File: src/rtl/crp_pkg.sv
// Shared widths, register indexes and constants for the contrast recolor pixel core.
package crp_pkg;

    localparam int ChanWidth     = 8;
    localparam int CfgIndexWidth = 2;
    localparam int CfgDataWidth  = 8;

    typedef logic [ChanWidth-1:0]     chan_t;
    typedef logic [CfgIndexWidth-1:0] cfg_index_t;
    typedef logic [CfgDataWidth-1:0]  cfg_data_t;

    localparam cfg_index_t RegBgLuma            = 2'd0;
    localparam cfg_index_t RegContrastThreshold = 2'd1;
    localparam cfg_index_t RegMinMargin         = 2'd2;
    localparam cfg_index_t RegPushOffset        = 2'd3;

    localparam chan_t ResetBgLuma            = 8'd45;
    localparam chan_t ResetContrastThreshold = 8'd100;
    localparam chan_t ResetMinMargin         = 8'd80;
    localparam chan_t ResetPushOffset        = 8'd120;

    localparam int SumWidth = 18;
    typedef logic [SumWidth-1:0] sum_t;

    localparam sum_t WeightRed   = 18'd299;
    localparam sum_t WeightGreen = 18'd587;
    localparam sum_t WeightBlue  = 18'd114;

    // floor(sum / 1000) == (sum * ceil(2^30 / 1000)) >> 30 for every sum below 2^18
    localparam int RecipWidth = 21;
    localparam int RecipShift = 30;
    localparam logic [RecipWidth-1:0] RecipLuma = 21'd1073742;
    localparam int ProdWidth = SumWidth + RecipWidth;

endpackage

File: src/rtl/crp_pixel_in_if.sv
// Input color request channel.
interface crp_pixel_in_if;
    logic           valid;
    logic           ready;
    crp_pkg::chan_t in_red;
    crp_pkg::chan_t in_green;
    crp_pkg::chan_t in_blue;

    modport source (output valid, output in_red, output in_green, output in_blue, input ready);
    modport sink   (input valid, input in_red, input in_green, input in_blue, output ready);
endinterface

File: src/rtl/crp_pixel_out_if.sv
// Result color request channel.
interface crp_pixel_out_if;
    logic           valid;
    logic           ready;
    crp_pkg::chan_t out_red;
    crp_pkg::chan_t out_green;
    crp_pkg::chan_t out_blue;
    logic           was_adjusted;

    modport source (output valid, output out_red, output out_green, output out_blue,
                    output was_adjusted, input ready);
    modport sink   (input valid, input out_red, input out_green, input out_blue,
                    input was_adjusted, output ready);
endinterface

File: src/rtl/crp_cfg_if.sv
// Configuration register write channel.
interface crp_cfg_if;
    logic                  valid;
    logic                  ready;
    crp_pkg::cfg_index_t   reg_index;
    crp_pkg::cfg_data_t    data;

    modport source (output valid, output reg_index, output data, input ready);
    modport sink   (input valid, input reg_index, input data, output ready);
endinterface

File: src/rtl/contrast_recolor_pixel_core.sv
// Contrast recolor pixel core: four-stage pipeline that recolors low-contrast pixels.
// A request accepted into stage 1 moves on through stages 2, 3 and 4 to the output.
// Throughput: one pixel per cycle; each stage holds only while its successor is full.
// The weighted sum, the reciprocal multiply, the target select and the channel clamp
// take one stage each.
// Reset clears all stage valid bits and loads the register defaults 45, 100, 80, 120.
module contrast_recolor_pixel_core
(
    input  logic                    clk,
    input  logic                    rst_n,
    crp_pixel_in_if.sink            pixel_in,
    crp_pixel_out_if.source         pixel_out,
    crp_cfg_if.sink                 cfg
);

    crp_pkg::chan_t bg_luma_reg;
    crp_pkg::chan_t threshold_reg;
    crp_pkg::chan_t min_margin_reg;
    crp_pkg::chan_t push_offset_reg;

    logic en1, en2, en3, en4;
    logic v1_reg, v2_reg, v3_reg, v4_reg;

    crp_pkg::chan_t r1_reg, g1_reg, b1_reg;
    crp_pkg::sum_t  sum1_reg;
    crp_pkg::chan_t r2_reg, g2_reg, b2_reg;
    crp_pkg::chan_t luma2_reg;
    crp_pkg::chan_t r3_reg, g3_reg, b3_reg;
    logic signed [8:0] diff3_reg;
    logic              adj3_reg;
    crp_pkg::chan_t r4_reg, g4_reg, b4_reg;
    logic              adj4_reg;

    crp_pkg::sum_t                      sum1_next;
    logic [crp_pkg::ProdWidth-1:0]      prod2;
    crp_pkg::chan_t                     luma2_next;
    crp_pkg::chan_t                     contrast;
    crp_pkg::chan_t                     inv_luma;
    logic [8:0]                         bg_plus_margin;
    logic [8:0]                         bg_plus_push;
    logic                               near_bg;
    crp_pkg::chan_t                     target;
    logic                               adj3_next;
    logic signed [8:0]                  diff3_next;

    function automatic crp_pkg::chan_t clamp_add(crp_pkg::chan_t ch, logic signed [8:0] d);
        logic signed [9:0] s;
        s = $signed({2'b00, ch}) + {d[8], d};
        if (s[9])
            clamp_add = 8'd0;
        else if (s[8])
            clamp_add = 8'hFF;
        else
            clamp_add = s[7:0];
    endfunction

    assign cfg.ready = 1'b1;

    always_ff @(posedge clk or negedge rst_n)
    begin
        if (!rst_n)
        begin
            bg_luma_reg     <= crp_pkg::ResetBgLuma;
            threshold_reg   <= crp_pkg::ResetContrastThreshold;
            min_margin_reg  <= crp_pkg::ResetMinMargin;
            push_offset_reg <= crp_pkg::ResetPushOffset;
        end
        else if (cfg.valid)
        begin
            case (cfg.reg_index)
                crp_pkg::RegBgLuma:            bg_luma_reg     <= cfg.data;
                crp_pkg::RegContrastThreshold: threshold_reg   <= cfg.data;
                crp_pkg::RegMinMargin:         min_margin_reg  <= cfg.data;
                crp_pkg::RegPushOffset:        push_offset_reg <= cfg.data;
                default:                       bg_luma_reg     <= bg_luma_reg;
            endcase
        end
    end

    assign en4 = !v4_reg || pixel_out.ready;
    assign en3 = !v3_reg || en4;
    assign en2 = !v2_reg || en3;
    assign en1 = !v1_reg || en2;
    assign pixel_in.ready = en1;

    always_ff @(posedge clk or negedge rst_n)
    begin
        if (!rst_n)
        begin
            v1_reg <= 1'b0;
            v2_reg <= 1'b0;
            v3_reg <= 1'b0;
            v4_reg <= 1'b0;
        end
        else
        begin
            if (en1)
                v1_reg <= pixel_in.valid;
            if (en2)
                v2_reg <= v1_reg;
            if (en3)
                v3_reg <= v2_reg;
            if (en4)
                v4_reg <= v3_reg;
        end
    end

    assign sum1_next = {10'd0, pixel_in.in_red}   * crp_pkg::WeightRed
                     + {10'd0, pixel_in.in_green} * crp_pkg::WeightGreen
                     + {10'd0, pixel_in.in_blue}  * crp_pkg::WeightBlue;

    assign prod2      = {{crp_pkg::RecipWidth{1'b0}}, sum1_reg}
                      * {{crp_pkg::SumWidth{1'b0}}, crp_pkg::RecipLuma};
    assign luma2_next = prod2[crp_pkg::RecipShift +: crp_pkg::ChanWidth];

    always_comb
    begin
        contrast       = (luma2_reg >= bg_luma_reg) ? (luma2_reg - bg_luma_reg)
                                                    : (bg_luma_reg - luma2_reg);
        adj3_next      = contrast < threshold_reg;
        inv_luma       = ~luma2_reg;
        bg_plus_margin = {1'b0, bg_luma_reg} + {1'b0, min_margin_reg};
        bg_plus_push   = {1'b0, bg_luma_reg} + {1'b0, push_offset_reg};
        if (!bg_luma_reg[7])
        begin
            near_bg = {1'b0, inv_luma} < bg_plus_margin;
            target  = near_bg ? (bg_plus_push[8] ? 8'hFF : bg_plus_push[7:0]) : inv_luma;
        end
        else
        begin
            near_bg = (bg_luma_reg < min_margin_reg)
                   || (inv_luma > (bg_luma_reg - min_margin_reg));
            target  = near_bg ? ((bg_luma_reg < push_offset_reg) ? 8'd0
                                                                 : bg_luma_reg - push_offset_reg)
                              : inv_luma;
        end
        diff3_next = adj3_next ? ($signed({1'b0, target}) - $signed({1'b0, luma2_reg}))
                               : 9'sd0;
    end

    always_ff @(posedge clk)
    begin
        if (en1 && pixel_in.valid)
        begin
            r1_reg   <= pixel_in.in_red;
            g1_reg   <= pixel_in.in_green;
            b1_reg   <= pixel_in.in_blue;
            sum1_reg <= sum1_next;
        end
        if (en2 && v1_reg)
        begin
            r2_reg    <= r1_reg;
            g2_reg    <= g1_reg;
            b2_reg    <= b1_reg;
            luma2_reg <= luma2_next;
        end
        if (en3 && v2_reg)
        begin
            r3_reg    <= r2_reg;
            g3_reg    <= g2_reg;
            b3_reg    <= b2_reg;
            diff3_reg <= diff3_next;
            adj3_reg  <= adj3_next;
        end
        if (en4 && v3_reg)
        begin
            r4_reg   <= clamp_add(r3_reg, diff3_reg);
            g4_reg   <= clamp_add(g3_reg, diff3_reg);
            b4_reg   <= clamp_add(b3_reg, diff3_reg);
            adj4_reg <= adj3_reg;
        end
    end

    assign pixel_out.valid        = v4_reg;
    assign pixel_out.out_red      = r4_reg;
    assign pixel_out.out_green    = g4_reg;
    assign pixel_out.out_blue     = b4_reg;
    assign pixel_out.was_adjusted = adj4_reg;

endmodule
File: src/flat_wrapper.sv
// flat-port wrapper written by rule: the top's interface ports become plain ports
module contrast_recolor_pixel_core_flat 
  (clk, rst_n, pixel_in_valid, pixel_in_in_red, pixel_in_in_green, pixel_in_in_blue, pixel_in_ready, pixel_out_valid, pixel_out_out_red, pixel_out_out_green, pixel_out_out_blue, pixel_out_was_adjusted, pixel_out_ready, cfg_valid, cfg_reg_index, cfg_data, cfg_ready);
  crp_pixel_in_if pixel_in_i ();
  crp_pixel_out_if pixel_out_i ();
  crp_cfg_if cfg_i ();
  input  logic clk;
  input  logic rst_n;
  input wire logic [$bits(pixel_in_i.valid)-1:0] pixel_in_valid;
  input wire logic [$bits(pixel_in_i.in_red)-1:0] pixel_in_in_red;
  input wire logic [$bits(pixel_in_i.in_green)-1:0] pixel_in_in_green;
  input wire logic [$bits(pixel_in_i.in_blue)-1:0] pixel_in_in_blue;
  output wire logic [$bits(pixel_in_i.ready)-1:0] pixel_in_ready;
  output wire logic [$bits(pixel_out_i.valid)-1:0] pixel_out_valid;
  output wire logic [$bits(pixel_out_i.out_red)-1:0] pixel_out_out_red;
  output wire logic [$bits(pixel_out_i.out_green)-1:0] pixel_out_out_green;
  output wire logic [$bits(pixel_out_i.out_blue)-1:0] pixel_out_out_blue;
  output wire logic [$bits(pixel_out_i.was_adjusted)-1:0] pixel_out_was_adjusted;
  input wire logic [$bits(pixel_out_i.ready)-1:0] pixel_out_ready;
  input wire logic [$bits(cfg_i.valid)-1:0] cfg_valid;
  input wire logic [$bits(cfg_i.reg_index)-1:0] cfg_reg_index;
  input wire logic [$bits(cfg_i.data)-1:0] cfg_data;
  output wire logic [$bits(cfg_i.ready)-1:0] cfg_ready;
  assign pixel_in_i.valid = pixel_in_valid;
  assign pixel_in_i.in_red = pixel_in_in_red;
  assign pixel_in_i.in_green = pixel_in_in_green;
  assign pixel_in_i.in_blue = pixel_in_in_blue;
  assign pixel_in_ready = pixel_in_i.ready;
  assign pixel_out_valid = pixel_out_i.valid;
  assign pixel_out_out_red = pixel_out_i.out_red;
  assign pixel_out_out_green = pixel_out_i.out_green;
  assign pixel_out_out_blue = pixel_out_i.out_blue;
  assign pixel_out_was_adjusted = pixel_out_i.was_adjusted;
  assign pixel_out_i.ready = pixel_out_ready;
  assign cfg_i.valid = cfg_valid;
  assign cfg_i.reg_index = cfg_reg_index;
  assign cfg_i.data = cfg_data;
  assign cfg_ready = cfg_i.ready;
  contrast_recolor_pixel_core u_core (.clk(clk), .rst_n(rst_n), .pixel_in(pixel_in_i), .pixel_out(pixel_out_i), .cfg(cfg_i));
endmodule
File: config.mk
export PLATFORM = sky130hd
export DESIGN_NAME = contrast_recolor_pixel_core_flat
export DESIGN_NICKNAME = d
export VERILOG_FILES = /design/src/rtl/crp_pkg.sv /design/src/rtl/crp_pixel_in_if.sv /design/src/rtl/crp_pixel_out_if.sv /design/src/rtl/crp_cfg_if.sv /design/src/rtl/contrast_recolor_pixel_core.sv /design/src/flat_wrapper.sv
export SDC_FILE = /design/constraint.sdc
export NUM_CORES = 1
export LEC_CHECK = 0
export ABC_AREA = 1
export BUFFER_PORTS_ARGS = -buffer_cell sky130_fd_sc_hd__buf_2
export CORE_AREA = 2 2 143 285
export CTS_BUF_LIST = sky130_fd_sc_hd__clkbuf_4 sky130_fd_sc_hd__clkbuf_8 sky130_fd_sc_hd__clkbuf_16
export DETAILED_ROUTE_END_ITERATION = 6
export DIE_AREA = 0 0 145 287
export PLACE_DENSITY = 0.73
export REMOVE_ABC_BUFFERS = 1
export SYNTH_ARGS = -nofsm -noshare
export SYNTH_HDL_FRONTEND = slang
export SYNTH_SLANG_ARGS = --single-unit
File: constraint.sdc
create_clock -name clk -period 5.85 [get_ports clk]
set_input_delay 0.2925 -clock clk [delete_from_list [all_inputs] [get_ports clk]]
set_output_delay 0.2925 -clock clk [all_outputs]
set_load 0.01 [all_outputs]
==> results by group, run 1 <==
Global routing
  – Initial antenna violation count: 2
  – Largest net degree at the start of global routing: 43
  – Total track usage: approximately 22%
  – Grt met2 use: 46.5%
  – GRT busiest layer: met2
  – Vias in the first global route: 15,200
  – GRT overflow: 0
  – GR Util met3: under 10%
  – First-pass GRT wire length: roughly 73 mm
  – Grt met1 use: roughly a fifth

Synthesis
  – Seq/Total Area, Yosys: between 20% and 30%
  – Synth Flop Type: edfxtp_1
  – Post-synth EDFFs: around 130
  – Syn. warnings: 0
  – FFs w/ async S/R, synth: about a fifth
  – Post-Synthesis Cell Area: between 15,000 and 20,000 um^2
  – Mapped Cells: between 2,000 and 2,500
  – Synth cell types: 47
  – Register bit total from synthesis: 169
  – Avg Inst Size Synth: between 8 and 9 um^2

Layout
  – Max reg flops: 18
  – Fraction of layout cells with a size suffix above 1: 6.75%
  – Area delta synth->final: 8.83%
  – Post-layout net count: roughly 2,800
  – Final core utilization: a little over half

Critical path
  – Critical path capture point type: register
  – RR Startpoint: u_core.sum1_reg[15]
  – Critical Path Source Type: input port
  – Crit path max fanout: 3
  – Crit. Startpoint: pixel_in_in_blue[0]
  – Data required, critical path: roughly 6100 ps
  – Crit path arrival time: approximately 5600 ps
  – Critical path class: input port to register

Clock tree
  – CTS buffer count: 17
  – # Post-CTS Setup Buffers: 0
  – Clk Latency, worst-skew pair: 460 ps
  – CTS tree: yes
  – Clock-pin slew on the worst setup and hold paths: 80 ps
  – Clock root cell: clkbuf_16
  – H-tree Lvls: 4
  – CTS max path bufs: 2
  – Clk sinks: between 150 and 200

Detailed routing
  – WL final: 45.2 mm
  – Drt first pass iters: 5
  – Vias per cell: 5.15
  – WL per Instance: between 15 and 20 um
  – Initial DRC count: between 500 and 600
  – # DRC: 0
  – Vias: ~14,000
  – Final ANT Viol Nets: 0

Die
  – Core area: about 40,000 um^2
  – # rows: approximately 100
  – Die width: around 150 um
  – Die Area: roughly 42,000 um^2
  – IO Pins: between 60 and 70
  – Die H: approximately 290 um
  – Initial Util: between 40% and 50%

STA
  – Worst-margin pin slew: around 1200 ps
  – Worst slew margin: about 21%
  – Final setup TNS: 0 ps
  – Min Hold Slack: 95.0 ps
  – Minimum clock period: approximately 5400 ps
  – Fmax: roughly 180 MHz
  – Final Hold Fails: 0
  – Max Slew Vio Count: 0
  – Final Cycle Share: 92.7%
  – RSZ-0062 raised after global routing: no
  – Setup Skew: between 15 and 20 ps
  – # setup viols final: 0

Hold path
  – Worst hold path startpoint: pixel_in_in_blue[3]
  – Hold/Removal Path Class: input port to register

Place
  – PortBufs: 65
  – Final HPWL DP: 39.3 mm
  – Final GP Congestion: 0.972

Run
  – Max-cap violation count: 0

Run status
  – Status: complete, no violations
cells in the final DEF (no fill, tap or decap), types with 3 or more instances in the layout:
cell,n
clkbuf_16,17
xor2_2,3
a21oi_1,134
fa_1,157
xnor2_1,13
o21a_1,4
edfxtp_1,133
ha_1,355
o21bai_1,7
a31oi_1,3
o211ai_1,8
inv_2,5
nor3_1,11
dfstp_2,13
buf_4,17
clkinv_8,8
a21boi_0,3
dfrtp_1,23
nor2_1,113
xor2_1,42
inv_12,3
inv_6,3
nand4_1,19
nand2_1,349
nand3b_1,8
or2_2,6
inv_1,531
o31ai_1,4
buf_2,65
o21ai_0,78
nand3_1,97
a21o_1,10
kinds of logic after synthesis:
logic type	after synthesis	synth area share, %
compound gates	263	7.79
fa+ha+maj	512	39.6
flops	169	25.6
xor+xnor	58	2.77
simple gates	612	13.3
buf+inv	551	10.9
other cells	1	0.0196
synth_stat cells (all sizes together) (13+ instances only):
cell type	count	area, um^2
inv	536	2010
nand2	351	1320
dfrtp	23	576
xor2	45	417
nand3	98	495
fa	157	3140
ha	355	4440
nor2	115	432
dfstp	13	342
nand4	19	119
a21oi	136	703
edfxtp	133	3990
xnor2	13	114
o21ai	80	415
area by class of cell:
type	count	area (um^2)
inverter	537	2020
antenna	2	5.00
sequential	169	4910
fill	3609	18400
timing repair buffer	83	463
clock buffer	17	425
multi-input combinational	1446	12200
tap	525	657
clock inverter	15	214
worst max-delay path, cell delays in order:
cell,delay [ps]
buf_2,120
fa_1,540
inv_1,50
fa_1,480
inv_1,50
ha_1,280
ha_1,220
fa_1,400
xor2_1,180
ha_1,310
fa_1,530
inv_1,60
fa_1,460
fa_1,550
inv_1,40
ha_1,310
buf_4,120
nand2_1,70
o21ai_0,300
nand3_1,110
nand2_1,90
xor2_1,60
worst paths after layout:
| path | endpoint | slack (ps) | depth (start not counted) |
|---|---|---|---|
| setup / recovery | u_core.sum1_reg[12] | 430 | 22 |
| setup reg to reg | u_core.luma2_reg[3] | 500 | 21 |
| hold / removal | u_core.b1_reg[3] | 90 | 1 |
| max in group asynchronous | u_core.v3_reg | 4820 | 2 |
| min in group asynchronous | u_core.threshold_reg[7] | 480 | 2 |
| hold reg to reg | u_core.g2_reg[5] | 420 | 0 |
layer usage:
metal	routed length (um)	vias to the layer above
li1	-	7097
met1	15300	6856
met2	26200	293
met3	817	138
met4	2890	0
met5	0	-
per-stage QoR:
stage	instances	area, um^2	worst slack [ps]
2_1_floorplan	2152	19100	316
3_3_place_gp	2759	20200	-39.4
3_5_place_dp	2759	20200	-62.9
4_1_cts	2792	20900	428
5_1_grt	2794	20900	214
6_report	2794	20900	426
repair_timing:
item | 4_1_cts | 5_1_grt
hold endpoints to repair | 23 | 0
resized for setup | 0 | 0
hold buffers | 1 | 0
Power of run 1 is not shown: default switching activity piles up to over one toggle a cycle in this logic, so the estimate is an artifact.
==> run 2, diff against run 1 <==
Settings changed: CELL_PAD_IN_SITES_DETAIL_PLACEMENT set to 1, CELL_PAD_IN_SITES_GLOBAL_PLACEMENT set to 2, CORE_AREA 2 2 143 285 to 2 2 156 311, DIE_AREA 0 0 145 287 to 0 0 158 313, PLACE_DENSITY 0.73 to 0.9.
==> run 2 against run 1 <==
Compared with the run above: via count rose by 0.63%; maximum frequency fell by 1.4%; non-clock buffer count rose by 5; cell area rose by 0.80%; die area rose by 19%; global-route usage fell by 0.86 points; cell count rose by 3.9%; sequential share of layout area fell by 0.19 points; highest routed layer unchanged.
==> results by group, run 2 (synthesis gave the netlist of run 1 again) <==
Clock tree
  – CTS tree: yes
  – H-tree Lvls: 4
  – Clock root cell: clkbuf_16
  – CTS max path bufs: 2
  – # Post-CTS Setup Buffers: 0
  – Clk Latency, worst-skew pair: 460 ps
  – CTS buffer count: 17
  – Clk sinks: between 150 and 200
  – Clock-pin slew on the worst setup and hold paths: around 80 ps

Critical path
  – Critical path class: register to register
  – CP top delay family: adder cells
  – Number of buffers and inverters on the critical path: 6
  – Crit path arrival time: between 5000 and 6000 ps
  – Critical Path Source Type: register
  – Crit path max fanout: 3
  – CP cell instances: fa_1 > inv_1 > fa_1 > inv_1 > fa_1 > inv_1 > fa_1 > inv_1 > fa_1 > inv_1 > fa_1 > inv_1 > ha_1 > a21oi_1 > o21ai_0 > a21oi_1 > nor2_1 > nor2_1 > nand2_1 > nand2_1 > nand2_1
  – Data required, critical path: a little over 6000 ps
  – CP max-delay cell: fa_1
  – Critical path capture point type: register
  – Max stage delay on crit path: ~570 ps

STA
  – Worst slew margin: 25.6%
  – Fmax: approximately 180 MHz
  – Final Hold Fails: 0
  – Max Slew Vio Count: 0
  – Setup Skew: 16.1 ps
  – RSZ-0062 raised after global routing: no
  – Minimum clock period: 5500 ps
  – # setup viols final: 0
  – Final Cycle Share: ~94%
  – Worst-margin pin slew: around 1100 ps

Global routing
  – GRT overflow: 0
  – Vias in the first global route: between 15,000 and 20,000
  – Largest net degree at the start of global routing: 43
  – Total track usage: a little over a fifth
  – First-pass GRT wire length: 82.3 mm
  – Initial antenna violation count: 0

Layout
  – Non-Filler Instances: slightly below 3,000
  – Post-layout net count: 2,810
  – Ant diodes: 0
  – Fraction of layout cells with a size suffix above 1: 6.95%
  – Most common cell after layout, fill and taps aside: inv_1
  – Area delta synth->final: 9.69%
  – Fill cells: 5,685
  – Max reg flops: 18
  – Fin area: between 20,000 and 25,000 um^2
  – Commonest cells after routing, fill and taps aside: inv_1 (531), ha_1 (355), nand2_1 (349)

Detailed routing
  – Final ANT Viol Nets: 0
  – Drt first pass iters: 4
  – Vias: 14,500
  – Vias per cell: between 4 and 5
  – WL per Instance: ~17 um
  – # DRC: 0
  – WL final: 50.4 mm
  – Initial DRC count: around 550

Place
  – Final HPWL DP: 42.6 mm
  – DP Cell Count: approximately 2,900
  – Final GP Congestion: about 0.89
  – Placed inst area: a little over 20,000 um^2
  – PortBufs: between 60 and 70

Hold path
  – Hold/Removal Path Class: input port to register

Run status
  – Status: complete, no violations

Die
  – IO Pins: 67
  – Core area: around 47,000 um^2
  – Die Area: 49,500 um^2
  – Die H: 313 um
  – # rows: between 100 and 150
  – Initial Util: 40.6%
  – Die width: 158 um

Run
  – Max-cap violation count: 0
run 2: tightest hold or removal path: stages:
cell	delay, ps
buf_2	80
inv_1	70
nand2_1	70
run 2: stage by stage:
step,util (%),setup WS [ps],TNS (ps),hold slack (ps)
floorplan,-,316,0,-3.09
global placement,43.2,37.6,0,401
detailed placement,43.2,-64.9,-141,406
CTS,44.5,248,0,78.2
global route,44.5,4.48,0,78.0
finish,44.5,351,0,92.2
run 2: worst paths after layout:
check / startpoint / endpoint / slack, ps / depth (start not counted)
worst max-delay path: u_core.sum1_reg[15] / u_core.luma2_reg[1] / 350 / 21
worst min-delay path: pixel_in_valid / u_core.v1_reg / 90 / 3
worst max register to register: u_core.sum1_reg[15] / u_core.luma2_reg[1] / 350 / 21
worst min register to register: u_core.g2_reg[5] / u_core.g3_reg[5] / 420 / 0
max in group asynchronous: rst_n / u_core.pixel_out.valid / 4830 / 2
min in group asynchronous: rst_n / u_core.threshold_reg[1] / 470 / 2
run 2: final cells by class:
cell class	count	area, um^2	area share (%)
clock buffer	17	425	2.02
clock inverter	15	214	1.02
inverter	537	2020	9.59
multi-input combinational	1446	12200	57.9
sequential	169	4910	23.4
tap	632	791	3.76
timing repair buffer	88	500	2.38
run 2: repair_timing:
action / 4_1_cts / 5_1_grt
resized for setup: 0 / 1
hold endpoints to repair: 23 / 0
hold buffers: 1 / 0
setup endpoints to repair: 0 / 1
run 2: layer usage:
metal | global-route usage [%] | wire [um]
met5 | 0 | 0
met4 | 8.11 | 1820
met3 | 2.35 | 1040
met2 | 40.4 | 27500
met1 | 24.2 | 20000
Power of run 2 is left out for the same reason.
==> run 3, diff against run 2 <==
Settings changed: ABC_AREA 1 to 0, CAP_MARGIN set to 20, CORE_AREA 2 2 156 311 to 2 2 148 295, DIE_AREA 0 0 158 313 to 0 0 150 297, PLACE_DENSITY 0.9 to 0.89.
==> run 3 against run 2 <==
Compared with the run above: worst setup slack worse by 230 ps; non-clock buffer count up 22; highest routed layer is now met5; die area down 9.9%; hold slack better by 9.5 ps; synthesized area down 5.9%; critical endpoint is now u_core.sum1_reg[15]; flip-flop and latch count unchanged; first-iteration DRC count down 31%; maximum frequency down 4.0%.
==> results by group, run 3 <==
Run status
  – Status: complete, no violations

Critical path
  – Data required, critical path: about 6100 ps
  – RR Startpoint: u_core.sum1_reg[17]
  – Critical Path Source Type: input port
  – Critical path capture point type: register
  – Crit path max fanout: 3
  – Setup slack, reg-to-reg: 210 ps
  – Reg-to-Reg End: u_core.luma2_reg[7]
  – Critical path class: input port to register
  – Reg2Reg Depth: 20
  – Crit path arrival time: ~6000 ps

Hold path
  – Hold endpoint: u_core.bg_luma_reg[0]
  – Hold/Removal Path Class: input port to register
  – Hold depth: 3
  – Worst hold path startpoint: cfg_data[0]

Layout
  – Area delta synth->final: 11.8%
  – Non-Filler Instances: approximately 2,400
  – Fill cells: between 4,000 and 5,000
  – Commonest cells after routing, fill and taps aside: inv_1 (399), ha_1 (349), fa_1 (156)
  – Post-layout net count: 2,373
  – Ant diodes: 0
  – Most common cell after layout, fill and taps aside: inv_1
  – Fin area: 20,200 um^2
  – Fraction of layout cells with a size suffix above 1: 12.6%
  – Max reg flops: 18

Synthesis
  – Register bit total from synthesis: ~170
  – Post-synth top cells: inv_1 (407), ha_1 (355), fa_1 (157)
  – Avg Inst Size Synth: 10.6 um^2
  – Synth cell types: 67
  – Syn. warnings: 0
  – Post-Synthesis Cell Area: approximately 18,000 um^2
  – Mapped Cells: 1,702
  – Top-area cell type share of the netlist area: ~25%
  – Dominant cell type by area after synthesis: ha_1
  – Seq/Total Area, Yosys: a little over a quarter
  – Largest cells by area after synthesis: ha_1 (25%), edfxtp_1 (22%), fa_1 (17%), inv_1 (8.5%), dfrtp_1 (3.2%)
  – Post-synth EDFFs: about 130
  – FFs w/ async S/R, synth: a little over a fifth
  – Top-count cell post-synth: inv_1
  – Synth Flop Type: edfxtp_1

STA
  – Final Hold Fails: 0
  – # setup viols final: 0
  – Final Cycle Share: just under 100%
  – Worst-margin pin slew: about 980 ps
  – Worst slew margin: 34.5%
  – Max Slew Vio Count: 0
  – Setup Skew: 16.7 ps
  – RSZ-0062 raised after global routing: yes
  – Fmax: 175 MHz
  – Final setup TNS: 0 ps
  – Minimum clock period: ~5700 ps

Clock tree
  – CTS max path bufs: 2
  – CTS tree: yes
  – Clock-pin slew on the worst setup and hold paths: about 90 ps
  – H-tree Lvls: 4
  – CTS buffer count: 17
  – Clk sinks: between 150 and 200
  – Clock root cell: clkbuf_16
  – Clk Latency, worst-skew pair: 460 ps

Die
  – # rows: 107
  – Initial Util: about 43%
  – Die width: roughly 150 um
  – Core area: between 40,000 and 50,000 um^2
  – Die Area: between 40,000 and 50,000 um^2
  – Die H: 297 um
  – IO Pins: 67

Global routing
  – Largest net degree at the start of global routing: 43
  – Total track usage: a little over 20%
  – First-pass GRT wire length: 71.2 mm
  – Vias in the first global route: ~14,000
  – Initial antenna violation count: 1
  – GRT overflow: 0

Detailed routing
  – # DRC: 0
  – WL final: ~45 mm
  – Vias per cell: between 5 and 6
  – Initial DRC count: 377
  – Final ANT Viol Nets: 0
  – WL per Instance: ~19 um
  – Drt first pass iters: 4
  – Vias: approximately 12,000

Place
  – PortBufs: 65
  – Final HPWL DP: around 38 mm
  – Placed inst area: 19,300 um^2
  – Final GP Congestion: about 0.83
  – DP Cell Count: between 2,000 and 2,500

Run
  – Max-cap violation count: 0
-- run 3: what timing repair did --
action,in CTS,in global routing
endpoints found under the setup margin,7,16
buffers inserted,1,2
hold endpoints to repair,6,0
pin swaps,7,33
gates resized for setup,8,32
hold buffers,1,0
-- run 3: per-stage QoR --
step	utilization, %	hold WS, ps	worst slack, ps
after CTS	47.3	90.0	21.9
after global placement	45.6	401	-487
final	47.6	102	124
after global routing	47.6	118	-54.6
after detailed placement	45.6	406	-707
after floorplan	-	-3.09	-142
-- run 3: logic make-up (layout without fill, tap and decap cells) --
group | Yosys count | after routing | share of synthesized area [%]
xor+xnor | 74 | 74 | 3.59
mux | 36 | 36 | 2.19
flops | 169 | 169 | 27.2
compound gates | 285 | 285 | 10.5
other cells | 1 | 1 | 0.0208
simple gates | 208 | 208 | 5.60
fa+ha+maj | 512 | 512 | 42.1
buf+inv | 417 | 550 | 8.74
-- run 3: how the worst max path moves through the flow --
stage                                    from                  end  slack (ps)  cells after the start
final                     pixel_in_in_blue[0]  u_core.sum1_reg[15]         120                     23
after floorplan           pixel_in_in_blue[0]  u_core.sum1_reg[14]        -140                     22
after global routing      pixel_in_in_blue[0]  u_core.sum1_reg[15]         -50                     23
after CTS                 pixel_in_in_blue[0]  u_core.sum1_reg[15]          20                     22
after detailed placement  pixel_in_in_blue[0]  u_core.sum1_reg[15]        -710                     22
after global placement    pixel_in_in_blue[0]  u_core.sum1_reg[17]        -490                     23
-- run 3: area by class of cell --
class                      count  area [um^2]  area share (%)
inverter                     408         1530            7.60
clock inverter                15          204            1.01
tap                          545          682            3.38
timing repair buffer         110          681            3.38
clock buffer                  17          425            2.11
sequential                   169         4910            24.4
multi-input combinational   1116        11700            58.1
-- run 3: worst max-delay path, cell delays in order --
cell and delay (ps):
buf_2 140, fa_1 530, inv_1 50, fa_1 530
inv_2 50, ha_4 210, ha_4 160, fa_2 390
xor2_1 160, ha_1 310, fa_1 490, inv_1 50
fa_1 480, fa_1 540, inv_2 50, ha_4 210
a21o_1 170, a21o_1 170, a21o_1 170, buf_4 150
a211oi_4 260, nor3_1 100, a2111oi_2 310
-- run 3: per-layer routing --
layer	global-route usage (%)	wire, um	up-vias
met5	0	13	-
met4	7.82	1640	2
met3	2.29	828	83
met2	39.4	24500	180
met1	23.2	17700	6124
li1	-	-	5900
Power of run 3 is left out for the same reason.
